$ cat src/hdl/servo_motion_output_arbiter_macros.svh
// assertion macros for the servo motion output arbiter
// included by the top level; expects clk and rst in scope
`ifndef SERVO_MOTION_OUTPUT_ARBITER_MACROS_SVH
`define SERVO_MOTION_OUTPUT_ARBITER_MACROS_SVH

// same-cycle implication, checked out of reset
`define SMOA_ASSERT_NOW(label, ante, cons, msg) \
  label: assert property (@(posedge clk) disable iff (rst) (ante) |-> (cons)) \
    else $error(msg);

// next-cycle implication, checked out of reset
`define SMOA_ASSERT_NEXT(label, ante, cons, msg) \
  label: assert property (@(posedge clk) disable iff (rst) (ante) |=> (cons)) \
    else $error(msg);

`endif

$ cat src/hdl/smoa_pkg.sv
// shared types, codes and field layouts for the servo motion output arbiter
// no dependencies; used by smoa_step and servo_motion_output_arbiter
package smoa_pkg;

  localparam int ReqTypeW   = 3;
  localparam int VelW       = 32;
  localparam int PosW       = 32;
  localparam int TmoW       = 31;
  localparam int CmdIdW     = 64;
  localparam int RateW      = 31;
  localparam int CmdKindW   = 2;
  localparam int InDataW    = 200;
  localparam int OutDataW   = 104;
  localparam int CfgIndexW  = 1;

  // configuration register indexes
  localparam logic [CfgIndexW-1:0] REG_ACCEL = 1'd0;
  localparam logic [CfgIndexW-1:0] REG_DECEL = 1'd1;

  // request types
  localparam logic [2:0] REQ_NONE       = 3'd0;
  localparam logic [2:0] REQ_JOG        = 3'd1;
  localparam logic [2:0] REQ_VELOCITY   = 3'd2;
  localparam logic [2:0] REQ_MOVE_FORCE = 3'd3;
  localparam logic [2:0] REQ_HOLD_FORCE = 3'd4;
  localparam logic [2:0] REQ_ABSOLUTE   = 3'd5;
  localparam logic [2:0] REQ_INCREMENT  = 3'd6;

  // servo command types as reported by the snapshot
  localparam logic [1:0] SERVO_VELOCITY = 2'd1;
  localparam logic [1:0] SERVO_MOVE     = 2'd2;
  localparam logic [1:0] SERVO_STOP     = 2'd3;

  // servo command states
  localparam logic [2:0] CST_COMPLETED = 3'd1;
  localparam logic [2:0] CST_ERROR     = 3'd2;
  localparam logic [2:0] CST_TIMEOUT   = 3'd3;
  localparam logic [2:0] CST_STOPPED   = 3'd4;

  // command issued this tick
  localparam logic [CmdKindW-1:0] CMD_NONE     = 2'd0;
  localparam logic [CmdKindW-1:0] CMD_VELOCITY = 2'd1;
  localparam logic [CmdKindW-1:0] CMD_MOVE     = 2'd2;
  localparam logic [CmdKindW-1:0] CMD_STOP     = 2'd3;

  typedef enum logic [2:0] {
    MODE_IDLE      = 3'd0,
    MODE_VEL       = 3'd1,
    MODE_POS       = 3'd2,
    MODE_STOP_REV  = 3'd3,
    MODE_STOPPING  = 3'd4,
    MODE_STOPPED   = 3'd5
  } mode_t;

  typedef struct packed {
    mode_t                      mode;
    logic [ReqTypeW-1:0]        active_type;
    logic signed [VelW-1:0]     active_velocity;
    logic signed [PosW-1:0]     active_position;
    logic [CmdIdW-1:0]          id_before_issue;
    logic                       observed;
    logic signed [VelW-1:0]     last_tried_velocity;
    logic signed [PosW-1:0]     last_tried_position;
    logic                       stop_latched;
    logic                       hold_one_tick;
  } arb_state_t;

  typedef struct packed {
    logic [ReqTypeW-1:0]        req_type;
    logic signed [VelW-1:0]     target_velocity;
    logic signed [PosW-1:0]     target_position;
    logic signed [VelW-1:0]     profile_velocity;
    logic [TmoW-1:0]            timeout_ms;
    logic                       force_stop;
    logic                       rearm_stop;
    logic                       servo_read_valid;
    logic [CmdIdW-1:0]          servo_cmd_id;
    logic [1:0]                 servo_cmd_type;
    logic [2:0]                 servo_cmd_state;
    logic                       engine_accept;
  } req_item_t;

  typedef struct packed {
    logic [CmdKindW-1:0]        cmd_kind;
    logic signed [VelW-1:0]     cmd_velocity;
    logic signed [PosW-1:0]     cmd_position;
    logic [TmoW-1:0]            cmd_timeout;
    logic [2:0]                 out_state;
    logic                       motion_active;
    logic                       stop_complete;
    logic [ReqTypeW-1:0]        active_kind;
    logic                       command_seen;
  } res_item_t;

  function automatic logic is_positive(input logic signed [VelW-1:0] v);
    return (v != '0) && !v[VelW-1];
  endfunction

endpackage

$ cat src/hdl/smoa_step.sv
// one control tick of the arbiter: next state and result from current state
// and one request item; purely combinational, uses smoa_pkg
module smoa_step (
  input  smoa_pkg::arb_state_t cur,
  input  smoa_pkg::req_item_t  item,
  output smoa_pkg::arb_state_t nxt,
  output smoa_pkg::res_item_t  res
);
  import smoa_pkg::*;

  logic want_v;
  logic want_p;
  logic stop_done;
  logic latched;
  logic id_changed;
  logic obs;
  logic pos_done;
  logic pos_same;
  logic term_state;
  logic [CmdKindW-1:0]    kind;
  logic signed [VelW-1:0] o_vel;
  logic signed [PosW-1:0] o_pos;
  logic [TmoW-1:0]        o_tmo;

  always_comb begin
    want_v = (item.req_type >= REQ_JOG) && (item.req_type <= REQ_HOLD_FORCE) &&
             (item.target_velocity != '0);
    want_p = (item.req_type == REQ_ABSOLUTE) || (item.req_type == REQ_INCREMENT);
    stop_done = item.servo_read_valid && (item.servo_cmd_type == SERVO_STOP) &&
                (item.servo_cmd_state == CST_STOPPED);
    latched = cur.stop_latched && !item.rearm_stop;
    id_changed = item.servo_read_valid && (item.servo_cmd_id != cur.id_before_issue);
    obs = cur.observed ||
          ((cur.mode == MODE_VEL) && id_changed && (item.servo_cmd_type == SERVO_VELOCITY)) ||
          ((cur.mode == MODE_POS) && id_changed && (item.servo_cmd_type == SERVO_MOVE));
    term_state = (item.servo_cmd_state == CST_COMPLETED) ||
                 (item.servo_cmd_state == CST_ERROR) ||
                 (item.servo_cmd_state == CST_TIMEOUT);
    pos_done = (cur.mode == MODE_POS) && obs && term_state;
    pos_same = (cur.mode == MODE_POS) && want_p &&
               (cur.active_position == item.target_position);

    nxt   = cur;
    kind  = CMD_NONE;
    o_vel = '0;
    o_pos = '0;
    o_tmo = '0;

    if (item.force_stop) begin
      nxt.stop_latched = 1'b1;
      if (!latched) begin
        // first tick of a force-stop: issue the stop
        kind = CMD_STOP;
        nxt.mode = MODE_STOPPING;
        nxt.active_type = '0;
        nxt.active_velocity = '0;
        nxt.active_position = '0;
      end else if (stop_done) begin
        nxt.mode = MODE_IDLE;
        nxt.active_type = '0;
        nxt.active_velocity = '0;
        nxt.active_position = '0;
        nxt.id_before_issue = '0;
        nxt.observed = 1'b0;
      end
    end else begin
      nxt.stop_latched = 1'b0;
      nxt.observed = obs;
      if ((cur.mode == MODE_STOP_REV) || (cur.mode == MODE_STOPPING)) begin
        if (stop_done) begin
          nxt.mode = MODE_IDLE;
          nxt.active_type = '0;
          nxt.active_velocity = '0;
          nxt.active_position = '0;
          nxt.id_before_issue = '0;
          nxt.observed = 1'b0;
          nxt.last_tried_velocity = '0;
          nxt.last_tried_position = '0;
          nxt.hold_one_tick = 1'b1;
        end
      end else if (pos_done) begin
        nxt.mode = MODE_STOPPED;
      end else if (pos_same) begin
        // already moving to this target
      end else if (!want_v && !want_p) begin
        if ((cur.mode == MODE_VEL) || (cur.mode == MODE_POS)) begin
          kind = CMD_STOP;
          nxt.mode = MODE_STOPPING;
          nxt.active_type = '0;
          nxt.active_velocity = '0;
          nxt.active_position = '0;
        end
        nxt.last_tried_velocity = '0;
      end else if (cur.hold_one_tick) begin
        nxt.hold_one_tick = 1'b0;
      end else if (want_v && (cur.mode == MODE_VEL) &&
                   (is_positive(cur.active_velocity) != is_positive(item.target_velocity))) begin
        // direction reversal: stop first
        kind = CMD_STOP;
        nxt.mode = MODE_STOP_REV;
        nxt.active_type = '0;
        nxt.active_velocity = '0;
        nxt.active_position = '0;
        nxt.last_tried_velocity = '0;
      end else if (want_v && (cur.mode == MODE_VEL) &&
                   (cur.active_velocity == item.target_velocity)) begin
        // same velocity already running
      end else if (want_p) begin
        if (cur.last_tried_position != item.target_position) begin
          nxt.last_tried_position = item.target_position;
          kind  = CMD_MOVE;
          o_vel = item.profile_velocity;
          o_pos = item.target_position;
          o_tmo = item.timeout_ms;
          if (item.engine_accept) begin
            nxt.mode = MODE_POS;
            nxt.active_type = item.req_type;
            nxt.active_position = item.target_position;
            nxt.active_velocity = '0;
            nxt.id_before_issue = item.servo_cmd_id;
            nxt.observed = 1'b0;
          end
        end
      end else if (cur.last_tried_velocity != item.target_velocity) begin
        nxt.last_tried_velocity = item.target_velocity;
        kind  = CMD_VELOCITY;
        o_vel = item.target_velocity;
        if (item.engine_accept) begin
          nxt.mode = MODE_VEL;
          nxt.active_type = item.req_type;
          nxt.active_velocity = item.target_velocity;
          nxt.active_position = '0;
          nxt.id_before_issue = item.servo_cmd_id;
          nxt.observed = 1'b0;
        end
      end
    end

    res.cmd_kind      = kind;
    res.cmd_velocity  = o_vel;
    res.cmd_position  = o_pos;
    res.cmd_timeout   = o_tmo;
    res.out_state     = nxt.mode;
    res.motion_active = (nxt.mode == MODE_VEL) || (nxt.mode == MODE_POS);
    res.stop_complete = (nxt.mode == MODE_STOPPED);
    res.active_kind   = nxt.active_type;
    res.command_seen  = nxt.observed;
  end

endmodule

$ cat src/hdl/servo_motion_output_arbiter.sv
// a request passes the input register and then the output register to m_tvalid
// one transaction per cycle unless m_tready stalls, set by single-pass tick logic
// reset (rst, synchronous, active high) empties both registers, returns the
// arbiter state to idle with all tracked values zero and clears both ramp rates
// top level of the servo motion output arbiter; uses smoa_pkg, smoa_step
// and the assertion macros header
`include "servo_motion_output_arbiter_macros.svh"

module servo_motion_output_arbiter #(
  parameter int RATE_W = smoa_pkg::RateW
) (
  input  logic                          clk,
  input  logic                          rst,
  // request channel
  input  logic                          s_tvalid,
  output logic                          s_tready,
  // target_velocity, target_position, profile_velocity, timeout_ms, force_stop,
  // rearm_stop, servo_read_valid, servo_cmd_id, servo_cmd_type,
  // servo_cmd_state, engine_accept
  input  logic [smoa_pkg::InDataW-1:0]  s_tdata,
  // req_type
  input  logic [smoa_pkg::ReqTypeW-1:0] s_tuser,
  // result channel
  output logic                          m_tvalid,
  input  logic                          m_tready,
  // cmd_velocity, cmd_position, cmd_timeout, out_state, motion_active,
  // stop_complete, active_kind, command_seen
  output logic [smoa_pkg::OutDataW-1:0] m_tdata,
  // cmd_kind
  output logic [smoa_pkg::CmdKindW-1:0] m_tuser,
  // configuration writes
  input  logic                          cfg_we,
  input  logic [smoa_pkg::CfgIndexW-1:0] cfg_index,
  input  logic [RATE_W-1:0]             cfg_data
);
  import smoa_pkg::*;

  // ramp rates, held for the servo command interface
  logic [RATE_W-1:0] accel_rate;
  logic [RATE_W-1:0] decel_rate;

  // input register
  logic                in_valid;
  logic [InDataW-1:0]  in_data;
  logic [ReqTypeW-1:0] in_user;

  // arbiter state, advanced once per tick
  arb_state_t state;
  arb_state_t state_next;

  req_item_t item;
  res_item_t res;

  logic advance;

  // an item leaves the input register when the output register is free or
  // its current transaction is being taken this cycle
  assign advance  = in_valid && (!m_tvalid || m_tready);
  assign s_tready = !in_valid || advance;

  // unpack the request fields, lowest bit first
  always_comb begin
    item.req_type         = in_user;
    item.target_velocity  = in_data[31:0];
    item.target_position  = in_data[63:32];
    item.profile_velocity = in_data[95:64];
    item.timeout_ms       = in_data[126:96];
    item.force_stop       = in_data[127];
    item.rearm_stop       = in_data[128];
    item.servo_read_valid = in_data[129];
    item.servo_cmd_id     = in_data[193:130];
    item.servo_cmd_type   = in_data[195:194];
    item.servo_cmd_state  = in_data[198:196];
    item.engine_accept    = in_data[199];
  end

  smoa_step u_step (
    .cur  (state),
    .item (item),
    .nxt  (state_next),
    .res  (res)
  );

  always_ff @(posedge clk) begin
    if (rst) begin
      accel_rate <= '0;
      decel_rate <= '0;
    end else if (cfg_we) begin
      unique case (cfg_index)
        REG_ACCEL: accel_rate <= cfg_data;
        REG_DECEL: decel_rate <= cfg_data;
        default: ;
      endcase
    end
  end

  // input register
  always_ff @(posedge clk) begin
    if (rst) begin
      in_valid <= 1'b0;
    end else if (s_tready) begin
      in_valid <= s_tvalid;
    end
  end

  always_ff @(posedge clk) begin
    if (s_tvalid && s_tready) begin
      in_data <= s_tdata;
      in_user <= s_tuser;
    end
  end

  // arbiter state
  always_ff @(posedge clk) begin
    if (rst) begin
      state <= '0;
    end else if (advance) begin
      state <= state_next;
    end
  end

  // output register
  always_ff @(posedge clk) begin
    if (rst) begin
      m_tvalid <= 1'b0;
    end else if (advance) begin
      m_tvalid <= 1'b1;
    end else if (m_tready) begin
      m_tvalid <= 1'b0;
    end
  end

  always_ff @(posedge clk) begin
    if (advance) begin
      m_tuser <= res.cmd_kind;
      m_tdata <= {res.command_seen, res.active_kind,
                  res.stop_complete, res.motion_active, res.out_state,
                  res.cmd_timeout, res.cmd_position, res.cmd_velocity};
    end
  end

  // an item taken from the input register always lands in the output register
  `SMOA_ASSERT_NEXT(a_result_follows, advance, m_tvalid, "result lost after advance")
  // the state only moves when a tick is processed
  `SMOA_ASSERT_NEXT(a_state_holds, !advance, $stable(state), "state changed without a tick")
  // idle never jumps straight to stopped or to a reversal stop
  `SMOA_ASSERT_NEXT(a_idle_exit, advance && (state.mode == MODE_IDLE),
    (state.mode != MODE_STOPPED) && (state.mode != MODE_STOP_REV),
    "illegal exit from idle")
  // a force-stop tick never issues a velocity or move command
  `SMOA_ASSERT_NOW(a_force_no_motion, advance && item.force_stop,
    (res.cmd_kind == CMD_NONE) || (res.cmd_kind == CMD_STOP),
    "motion command during force-stop")

endmodule

$ cat config.mk
export PLATFORM = sky130hd
export DESIGN_NAME = servo_motion_output_arbiter
export DESIGN_NICKNAME = d
export VERILOG_FILES = /design/src/hdl/smoa_pkg.sv /design/src/hdl/smoa_step.sv /design/src/hdl/servo_motion_output_arbiter.sv
export VERILOG_INCLUDE_DIRS = /design/src /design/src/hdl
export SDC_FILE = /design/constraint.sdc
export NUM_CORES = 1
export LEC_CHECK = 0
export ABC_AREA = 1
export BUFFER_PORTS_ARGS = -buffer_cell sky130_fd_sc_hd__buf_2
export CAP_MARGIN = 20
export CORE_ASPECT_RATIO = 0.75
export CORE_MARGIN = 4
export CORE_UTILIZATION = 45
export DETAILED_ROUTE_END_ITERATION = 16
export PLACE_DENSITY = 0.67
export SLEW_MARGIN = 40
export SYNTH_ARGS = -nofsm -noshare
export SYNTH_HDL_FRONTEND = slang
export SYNTH_SLANG_ARGS = --single-unit
$ cat constraint.sdc
create_clock -name clk -period 11.2 [get_ports clk]
set_clock_uncertainty 0.15 [all_clocks]
set_input_delay 1.68 -clock clk [delete_from_list [all_inputs] [get_ports clk]]
set_output_delay 1.68 -clock clk [all_outputs]
set_load 0.005 [all_outputs]
[After elaboration in Yosys (flattened, before gate mapping)]
Index checks and enable logic that the tools add are counted.
Operators by class
  add/sub/neg operators: 0
  $mul: 0
  divide/modulo/power cells: 0
  order comparisons: 2
  equal/unequal tests: 45
  shift-type cells: 0
  muxes and demuxes: 53
  bitwise logic cells: 3
  reduce and logical (&&, ||, !) cells: 56
Operator list (number)
  2-to-1 mux 199 bit: 6
  2-to-1 mux 135 bit: 6
  2-to-1 mux 32 bit: 10
  2-to-1 mux 70 bit: 4
  2-to-1 mux 196 bit: 1
  2-to-1 mux 65 bit: 3
  2-to-1 mux 167 bit: 1
  equality test 32 bit: 2
  inequality test 32 bit: 2
  inequality test 64 bit: 1
  nonzero test 32 bit: 2
  2-to-1 mux 2 bit: 12
  logical AND 1 bit: 22
  AND reduction 11 bit: 2
  inequality test 3 x 2 -> 1 bit, second input constant: 6
  equality test 3 x 2 -> 1 bit, second input constant: 5
  equality test 3 bit, second input constant: 5
  AND reduction 13 bit: 1
  inequality test 2 x 1 -> 1 bit, second input constant: 6
  logical OR 1 bit: 10
  nonzero test 5 bit: 2
  OR reduction 10 bit: 1
  equality test 3 x 1 -> 1 bit, second input constant: 3
  2-to-1 mux 1 bit: 9
  other kinds (24): 37
Word-level totals
  bits in registers: 512
  latch bits: 0
  memory bits (writable): 0
  ROM bits: 0
  input bits: 240
  output and inout port bits: 108
  word-level logic and storage cells: 177
  memories kept: 0

[Longest topological paths before layout]
Gate-level depths: netlist (run 1).
  depth in word-level cells: 20
  depth in mapped cells: 20
  depth with buffers taken out: 20

[Cells and area by module]
From an unflattened synthesis (run 1), not the netlist that was laid out.
Second synthesis, totals
  cell total of the unflattened synthesis: 4485
  area total of the unflattened synthesis: 30991.0 um2
By module, submodules not included
  servo_motion_output_arbiter: times used 1, cells an instance 1639, area each 18355.1 um2, sequential area each 13342.8 um2
  smoa_step: times used 1, cells an instance 2846, area each 12635.9 um2, sequential area each 0.0 um2

[Worst setup path before layout (run 1)]
Ideal clock, no wire load.
  path kind: input-to-reg
  start: input m_tready
  end: register state[100] (netlist name)
  setup time: 111 ps
  arrival time: 6396 ps
  path slack: 4542 ps
  cell stages on the path: 11
  cell sequence: inv_1 nand2_1 nand2_1 inv_1 clkbuf_1 nand3_1 nor2_4 buf_1 nand3_1 nand2_1 nor2_1
On the way
  longest elaborated chain between the ends: 3
RTL lines
  start, declared: RTL line servo_motion_output_arbiter.sv:25  | input logic m_tready,
  logical OR 1 bit: RTL line servo_motion_output_arbiter.sv:58  | assign advance = in_valid && (!m_tvalid || m_tready);
  logical AND 1 bit: RTL line servo_motion_output_arbiter.sv:58
  via advance: RTL line servo_motion_output_arbiter.sv:54  | logic advance;
  AND reduction 13 bit (no source line)
  end signal, assigned: RTL line servo_motion_output_arbiter.sv:118  | state <= state_next;
  end, declared: RTL line servo_motion_output_arbiter.sv:48  | arb_state_t state;
The timed path passes the listed nets, and every way through them passes these cells.
A chain may end at the register's enable or synchronous reset.

[Worst setup path in the final report (run 1)]
  start: input m_tready
  end: register state[134] (netlist name)
On the way
  longest elaborated chain between the ends: 3
RTL lines (RTL line)
  logical OR 1 bit: servo_motion_output_arbiter.sv:58
  logical AND 1 bit: servo_motion_output_arbiter.sv:58
  AND reduction 11 bit (no source line)
Every way passes these cells.

==> summary.md, run 1 <==
| Metric | Value |
|---|---|
| Antenna Diode Count | `0` |
| Worst reg2reg path startpoint | `in_data[53]` |
| Setup slack, reg-to-reg | `6.73 ns` |
| Unrepaired setup endpoints after global routing | `no` |
| Number of distinct library cells after synthesis | `36` |
| Arrival time at the worst endpoint | `5.23 ns` |
| Slew margin rel. | `46.7%` |
| Clock tree from TritonCTS | `built` |
| CP Cell Sequence | `buf_2, inv_1, nand2_1, nand2_1, inv_6, nand2_1, inv_1, nand3_2, nor2_4, buf_16, nand2_4, inv_2, nor2_1, nor2_1` |
| Total wire length after detailed routing | `64000 um` |
| Cell with the largest stage delay on the worst path | `sky130_fd_sc_hd__inv_2` |
| Worst setup SP type | `primary input` |
| Number of slew-limit violations in the final report | `0` |
| Post-cts sizing count | `0` |
| Aggregate global-route resource usage | `21.3%` |
| Cell area power density | `161 nW/um^2` |
| Half-perimeter wire length after placement | `40800 um` |
| Slew at the pin with the worst max-slew slack | `0.800 ns` |
| Highest clock frequency the design can meet | `206 MHz` |
| Core Region | `53300 sq um` |
| R2R cell count | `17` |
| Max FO, Critical Path | `61` |
| Crit path launch | `m_tready` |
| Most prevalent standard cell on the critical path | `sky130_fd_sc_hd__nand2_1` |
| Average size of a mapped cell | `7.98 sq um` |
| Seq pwr share | `48.3%` |
| Int Pwr | `3.37 mW` |
| Final Setup Violations | `0` |
| Setup repair bufs after CTS | `0` |
| Buffers on Ports | `314` |
| Effective utilization at floorplan | `45.7%` |
| Drc violations | `0` |
| Number of global-route vias before repair | `18200` |
| Category of the worst setup path capture point | `flop` |
| CTS buffer count | `51` |
| CTS Buffer Depth | `3` |
| Die outline width | `277 um` |
| Clock period minus final worst setup slack | `4.85 ns` |
| Post-Syn Nets | `3297` |
| FFs w/ async S/R, synth | `0%` |
| Largest net degree at the start of global routing | `95` |
| Worst Hold End | `state[136]` |
| Startpoint of the worst hold path | `state[136]` |
| Clock sink count | `512` |
| Clock edge transition at the registers on the reported setup and hold paths | `0.06 ns` |
| Number of antenna violations at the first check in global routing | `4` |
| CP peak stage delay | `0.70 ns` |
| Hold Crit Class | `flop to flop` |
| Routed vias/inst | `4.93` |
| Leakage dissipation | `12.4 nW` |
| Crit path max-delay family | `buffers and inverters` |
| Switching power share of the total | `25.9%` |
| Die extent in y | `210 um` |
| Part of the power in the clock network | `40.0%` |
| Yosys Warn Count | `0` |
| DRT antenna net count | `0` |
| Clock latency on the worst-skew pair | `0.60 ns` |
| Final clock period utilization by the worst path | `43.3%` |
| Area after detailed placement | `26400 sq um` |
| Worst r2r dst | `state[100]` |
| Wire length of the first global-routing pass | `99900 um` |
| Synthesized instance count | `3057` |
| Nets@finish | `3531` |
| Post-synth top flop | `sky130_fd_sc_hd__edfxtp_1` |
| Total via count after detailed routing | `20000` |
| Count of cells along the worst hold path | `2` |
| Required time of the critical path | `11.58 ns` |
| Post-Route Setup TNS | `0 ns` |
| Total I/O pin count | `348` |
| Area of the mapped netlist | `24400 sq um` |
| Hold violation total from the final report | `0` |
| End-of-flow core utilization | `52.9%` |
| Max IR drop VDD | `0.000123 V` |
| Clock root buffer | `sky130_fd_sc_hd__clkbuf_16` |
| Sequential area share after synthesis | `54.7%` |
| Synthesis-stage register bit count | `512` |
| Run status | `finished clean` |
| Worst path buffer plus inverter count | `6` |
| Average wire per cell in the routed design | `15.8 um` |
| Number of hold-repair buffers added at the cts stage | `0` |
| Max cap viols | `0` |
| Std cell rows | `73` |
| Post-route standard cell area excluding fillers | `28200 sq um` |
| Number of violations reported at the end of detailed-routing iteration 0 | `1706` |
| Iteration count of the initial detailed-routing pass | `7` |
| Routability Congestion | `0.847` |
| H-tree level count | `2` |
| Global route overflow | `0` |
| Worst Setup Path Type | `primary input to flop` |
| Share of power burned in combinational logic | `11.6%` |
| Overall die area | `58000 sq um` |
| Layout overhead on the synthesized area | `15.7%` |
| Number of logic stages on the critical path including buffering | `14` |
| Fraction of layout instances using a drive strength above 1 | `14.3%` |
| NetSw | `1.18 mW` |
| Number of flops mapped to enable cells by yosys | `309` |
## worst min-delay path, stage by stage, from the launching register on
cell                      delay, ns
sky130_fd_sc_hd__dfxtp_1       0.34
sky130_fd_sc_hd__nor2_1        0.05
sky130_fd_sc_hd__nor2_1        0.07
## per-stage QoR
stage,instances,total power [mW],hold slack [ns],setup slack (ns)
6_report,4045,4.55,0.339,6.35
5_1_grt,4045,4.75,0.360,5.99
4_1_cts,4044,4.59,0.344,6.34
3_5_place_dp,3949,2.76,0.328,5.71
3_3_place_gp,3946,2.75,0.320,5.17
2_1_floorplan,3057,2.59,0.310,4.54
## area by class of cell
class | count | area [sq um]
clock buffer | 61 | 1370
clock inverter | 34 | 405
fill | 5030 | 25100
inverter | 298 | 1140
multi-input combinational | 2093 | 9250
sequential | 512 | 13300
tap | 712 | 891
timing repair buffer | 335 | 1820
## Yosys cell counts (11+ instances only)
master | instances | share of area (%)
sky130_fd_sc_hd__nand2_1 | 818 | 13
sky130_fd_sc_hd__nor2_1 | 702 | 11
sky130_fd_sc_hd__clkbuf_1 | 66 | 1.0
sky130_fd_sc_hd__o21ai_0 | 11 | 0.23
sky130_fd_sc_hd__buf_1 | 13 | 0.20
sky130_fd_sc_hd__dfxtp_1 | 203 | 17
sky130_fd_sc_hd__inv_1 | 269 | 4.1
sky130_fd_sc_hd__xnor2_1 | 72 | 2.6
sky130_fd_sc_hd__edfxtp_1 | 309 | 38
sky130_fd_sc_hd__nand3_1 | 238 | 4.9
sky130_fd_sc_hd__buf_2 | 61 | 1.3
sky130_fd_sc_hd__a21oi_1 | 50 | 1.0
sky130_fd_sc_hd__buf_4 | 11 | 0.34
sky130_fd_sc_hd__inv_2 | 29 | 0.45
sky130_fd_sc_hd__xor2_1 | 44 | 1.6
sky130_fd_sc_hd__nor3_1 | 47 | 0.96
sky130_fd_sc_hd__nand4_1 | 77 | 2.0
## worst max path at each step
stage	end
2_1_floorplan	state[100]
3_3_place_gp	state[150]
3_5_place_dp	state[144]
4_1_cts	state[144]
5_1_grt	state[143]
6_report	state[134]
## kinds of logic after synthesis
| logic type | synth area share [%] |
|---|---|
| simple gates | 32.1 |
| flops | 54.7 |
| buf+inv | 7.53 |
| xor+xnor | 4.17 |
| compound gates | 1.51 |
## sequential cells by signal, summed over array words and instances (netlist names)
register / flops
in_user: 3
m_tvalid: 1
in_data: 200
state: 201
m_tdata: 104
m_tuser: 2
in_valid: 1
## routing by layer
layer / GRT usage [%] / vias to the layer above / share of wire (%)
met1: 30.8 / 9135 / 46
met3: 3.79 / 86 / 6.8
met5: 0 / - / 0.058
met2: 33.6 / 597 / 45
met4: 4.92 / 6 / 1.6
li1: - / 10100 / -
## power by group through the flow
| stage | sequential, mW | combinational, mW | clock, mW |
|---|---|---|---|
| after floorplan | 2.22 | 0.368 | 0 |
| after global placement | 2.23 | 0.517 | 0 |
| after detailed placement | 2.24 | 0.527 | 0 |
| after CTS | 2.20 | 0.532 | 1.86 |
| after global routing | 2.21 | 0.604 | 1.94 |
| final | 2.20 | 0.529 | 1.82 |
## cell usage in the layout (no fill, tap or decap), types with 4 or more instances in the layout
cell type and count:
sky130_fd_sc_hd__o21ai_0 11, sky130_fd_sc_hd__clkbuf_1 6, sky130_fd_sc_hd__nand2_2 5, sky130_fd_sc_hd__xor2_1 44, sky130_fd_sc_hd__nor2_4 8, sky130_fd_sc_hd__nand3_1 237, sky130_fd_sc_hd__inv_1 266, sky130_fd_sc_hd__bufinv_16 8
sky130_fd_sc_hd__inv_4 4, sky130_fd_sc_hd__buf_6 4, sky130_fd_sc_hd__buf_4 13, sky130_fd_sc_hd__nand4_1 77, sky130_fd_sc_hd__xnor2_1 72, sky130_fd_sc_hd__inv_6 4, sky130_fd_sc_hd__edfxtp_1 309, sky130_fd_sc_hd__clkinvlp_4 5
sky130_fd_sc_hd__nor3_1 46, sky130_fd_sc_hd__inv_2 26, sky130_fd_sc_hd__clkbuf_16 52, sky130_fd_sc_hd__nor2_1 701, sky130_fd_sc_hd__clkinv_2 9, sky130_fd_sc_hd__buf_2 314, sky130_fd_sc_hd__a21oi_1 50, sky130_fd_sc_hd__dfxtp_1 203
sky130_fd_sc_hd__nand2_1 817, sky130_fd_sc_hd__clkinv_1 6
Note: power is estimated with default switching activity, not from simulation.
==> run 2, diff against run 1 <==
ABC_AREA = 0   (was 1)
PLACE_DENSITY = 0.68   (was 0.67)
clock period = 5.01 ns   (was 11.2 ns; I/O delays follow)
==> run 2 against run 1 <==
Net effect: worst setup slack worse by 5.4 ns; worst hold slack worse by 0.15 ns; clock power up 120%; combinational power up 27%; wire length down 20%; global-route usage down 1.4 points; sequential cell count unchanged; register-to-register slack worse by 5.8 ns; final area down 12%; sequential power up 120%; critical path depth down 3.
==> summary.md, run 2 <==
| Metric | Value |
|---|---|
| CP Cell Sequence | `nor4_1, nand4_1, o211a_1, a211o_1, nor3_4, nand4_4, buf_4, nor3_4, buf_4, nand2_1, mux2i_1` |
| Portion of synthesized cell area occupied by the leading cell type | `44.3%` |
| Category of the worst setup path capture point | `flop` |
| Highest clock frequency the design can meet | `245 MHz` |
| Cell with the largest stage delay on the worst path | `sky130_fd_sc_hd__buf_4` |
| Setup slack, reg-to-reg | `0.94 ns` |
| Number of global-route vias before repair | `13700` |
| Overall die area | `50100 sq um` |
| Layout overhead on the synthesized area | `18.2%` |
| Biggest area contributors in the synthesized netlist | `sky130_fd_sc_hd__edfxtp_1, sky130_fd_sc_hd__dfxtp_1, sky130_fd_sc_hd__xnor2_1, sky130_fd_sc_hd__nand2b_1, sky130_fd_sc_hd__mux2i_1` |
| Post-route standard cell area excluding fillers | `24800 sq um` |
| Average size of a mapped cell | `12.6 sq um` |
| Share of cell area taken by muxes after synthesis | `3.10%` |
| Number of hold-repair buffers added at the cts stage | `0` |
| Buffers on Ports | `314` |
| Arithmetic-cell share of the synthesized area counting full adders, half adders and majority gates | `0%` |
| Drc violations | `0` |
| Arrival time at the worst endpoint | `4.43 ns` |
| Share of the synthesized area in compound gates (AO/OA/AOI/OAI) | `7.93%` |
| FFs w/ async S/R, synth | `0%` |
| Hold Crit Class | `primary input to flop` |
| Fraction of met1 tracks used by global routing | `29.7%` |
| Std cell rows | `68` |
| Slew margin rel. | `48.7%` |
| Clock period minus final worst setup slack | `4.07 ns` |
| Total via count after detailed routing | `13800` |
| Post-Syn Nets | `1906` |
| Largest area contributor in the synthesized netlist | `sky130_fd_sc_hd__edfxtp_1` |
| Cell area power density | `382 nW/um^2` |
| Number of flops mapped to enable cells by yosys | `309` |
| H-tree level count | `2` |
| Met3 Usage GRT | `4.06%` |
| Wire length of the first global-routing pass | `78900 um` |
| Total wire length after detailed routing | `51300 um` |
| Run status | `finished clean` |
| Synth cell count leaders | `sky130_fd_sc_hd__edfxtp_1, sky130_fd_sc_hd__dfxtp_1, sky130_fd_sc_hd__nand2b_1` |
| Largest net degree at the start of global routing | `100` |
| Clock edge transition at the registers on the reported setup and hold paths | `0.07 ns` |
| CTS buffer count | `51` |
| Max cap viols | `0` |
| Most used standard cell by instance count after synthesis | `sky130_fd_sc_hd__edfxtp_1` |
| Number of antenna violations at the first check in global routing | `3` |
| Die outline width | `257 um` |
| Average wire per cell in the routed design | `19.7 um` |
| Main combinational cell family by area after synthesis | `simple AND/OR/NAND/NOR gates` |
| Synthesis-stage register bit count | `512` |
| Worst reg2reg path startpoint | `in_data[17]` |
| Synthesized instance count | `1666` |
| Aggregate global-route resource usage | `19.9%` |
| Final Setup Violations | `0` |
| Slew at the pin with the worst max-slew slack | `0.762 ns` |
| Most common cell after layout, fill and taps aside | `sky130_fd_sc_hd__buf_2` |
| Yosys Warn Count | `0` |
| Post-synth top flop | `sky130_fd_sc_hd__edfxtp_1` |
| Setup repair bufs after CTS | `0` |
| Routability Congestion | `0.917` |
| Max IR drop VDD | `0.000273 V` |
| Flip-flop count of the largest register, all copies and words added | `201` |
| Fraction of layout instances using a drive strength above 1 | `22.4%` |
| Hold slack | `0.189 ns` |
| Clock tree from TritonCTS | `built` |
| DRT antenna net count | `0` |
| Hold violation total from the final report | `0` |
| Sequential area share after synthesis | `63.7%` |
| Area after detailed placement | `23000 sq um` |
| Startpoint of the worst hold path | `s_tdata[150]` |
| Max FO, Critical Path | `64` |
| Routed vias/inst | `5.30` |
| Clock latency on the worst-skew pair | `0.59 ns` |
| Most Crowded Layer GR | `met2` |
| Synthesized-area fraction occupied by xor and xnor cells | `8.07%` |
| Most frequent cells in the layout | `sky130_fd_sc_hd__buf_2, sky130_fd_sc_hd__edfxtp_1, sky130_fd_sc_hd__dfxtp_1` |
| Simple-gate share of the synthesized area | `14.3%` |
| Clock root buffer | `sky130_fd_sc_hd__clkbuf_16` |
| Final-layout fill cell count | `3913` |
| Final clock period utilization by the worst path | `81.3%` |
| Register containing the most flip-flops in the final layout | `state` |
| Required time of the critical path | `5.36 ns` |
| Worst Setup Path Type | `flop to flop` |
| Biggest regs | `state: 201 flops, in_data: 200 flops, m_tdata: 104 flops` |
| Iteration count of the initial detailed-routing pass | `5` |
| Area of the mapped netlist | `21000 sq um` |
| Post-Route Setup TNS | `0 ns` |
| Number of violations reported at the end of detailed-routing iteration 0 | `1087` |
| Total I/O pin count | `348` |
| CTS Buffer Depth | `3` |
| Number of distinct library cells after synthesis | `65` |
| Clock sink count | `512` |
| Number of slew-limit violations in the final report | `0` |
| Leakage dissipation | `8.96 nW` |
| Nets@finish | `2179` |
| End-of-flow core utilization | `53.8%` |
| Post-cts sizing count | `0` |
| Global route overflow | `0` |
| Crit path launch | `in_data[17]` |
| Effective utilization at floorplan | `45.5%` |
| Core Region | `46000 sq um` |
| Unrepaired setup endpoints after global routing | `no` |
| Half-perimeter wire length after placement | `34700 um` |
| CP peak stage delay | `0.56 ns` |
| Die extent in y | `195 um` |
| Met2 Track Usage GR | `30.2%` |
| Worst setup SP type | `flop` |
run 2: cells by family after synthesis:
kind of cell              count (synthesis)
and+or+nand+nor                         536
buffers and inverters                   127
muxes                                    65
AOI/OAI and AO/OA                       233
xor gates and xnor gates                193
DFF                                     512
run 2: final timing paths:
check	end	cells past startpoint
min reg2reg	state[1]	2
max	state[73]	11
max reg2reg	state[73]	11
min	in_data[150]	1
run 2: stage by stage:
stage / std cells / total power, mW / setup slack, ns
after floorplan: 1666 / 5.27 / 0.0425
after global placement: 2515 / 5.54 / 0.877
after detailed placement: 2515 / 5.56 / 0.824
after CTS: 2609 / 9.56 / 0.810
after global routing: 2610 / 9.81 / 0.688
final: 2611 / 9.45 / 0.935
run 2: layout make-up:
cell class	instances	area, sq um	share of cell area [%]
antenna	1	2.50	0.0101
clock buffer	62	1340	5.40
clock inverter	32	384	1.55
inverter	11	43.8	0.177
multi-input combinational	1027	7080	28.6
sequential	512	13300	53.8
tap	630	788	3.18
timing repair buffer	336	1800	7.27
run 2: critical path: cells and delay by family (launching register included):
family,cells,cell delay (ns)
AND/OR/NAND/NOR,6,1.46
flip-flops,1,0.52
buffers and inverters,2,0.85
multiplexers,1,0.19
AO/OA/AOI/OAI,2,0.73
run 2: where the power goes:
part | internal, mW | total (mW) | switching [mW]
combinational | 0.278 | 0.673 | 0.395
clock | 2.36 | 3.98 | 1.62
sequential | 4.67 | 4.80 | 0.135
run 2: per-layer routing:
layer | wire length (um) | up-vias
met3 | 3550 | 56
li1 | - | 6523
met4 | 760 | 4
met5 | 33 | -
met2 | 22800 | 450
met1 | 24200 | 6816
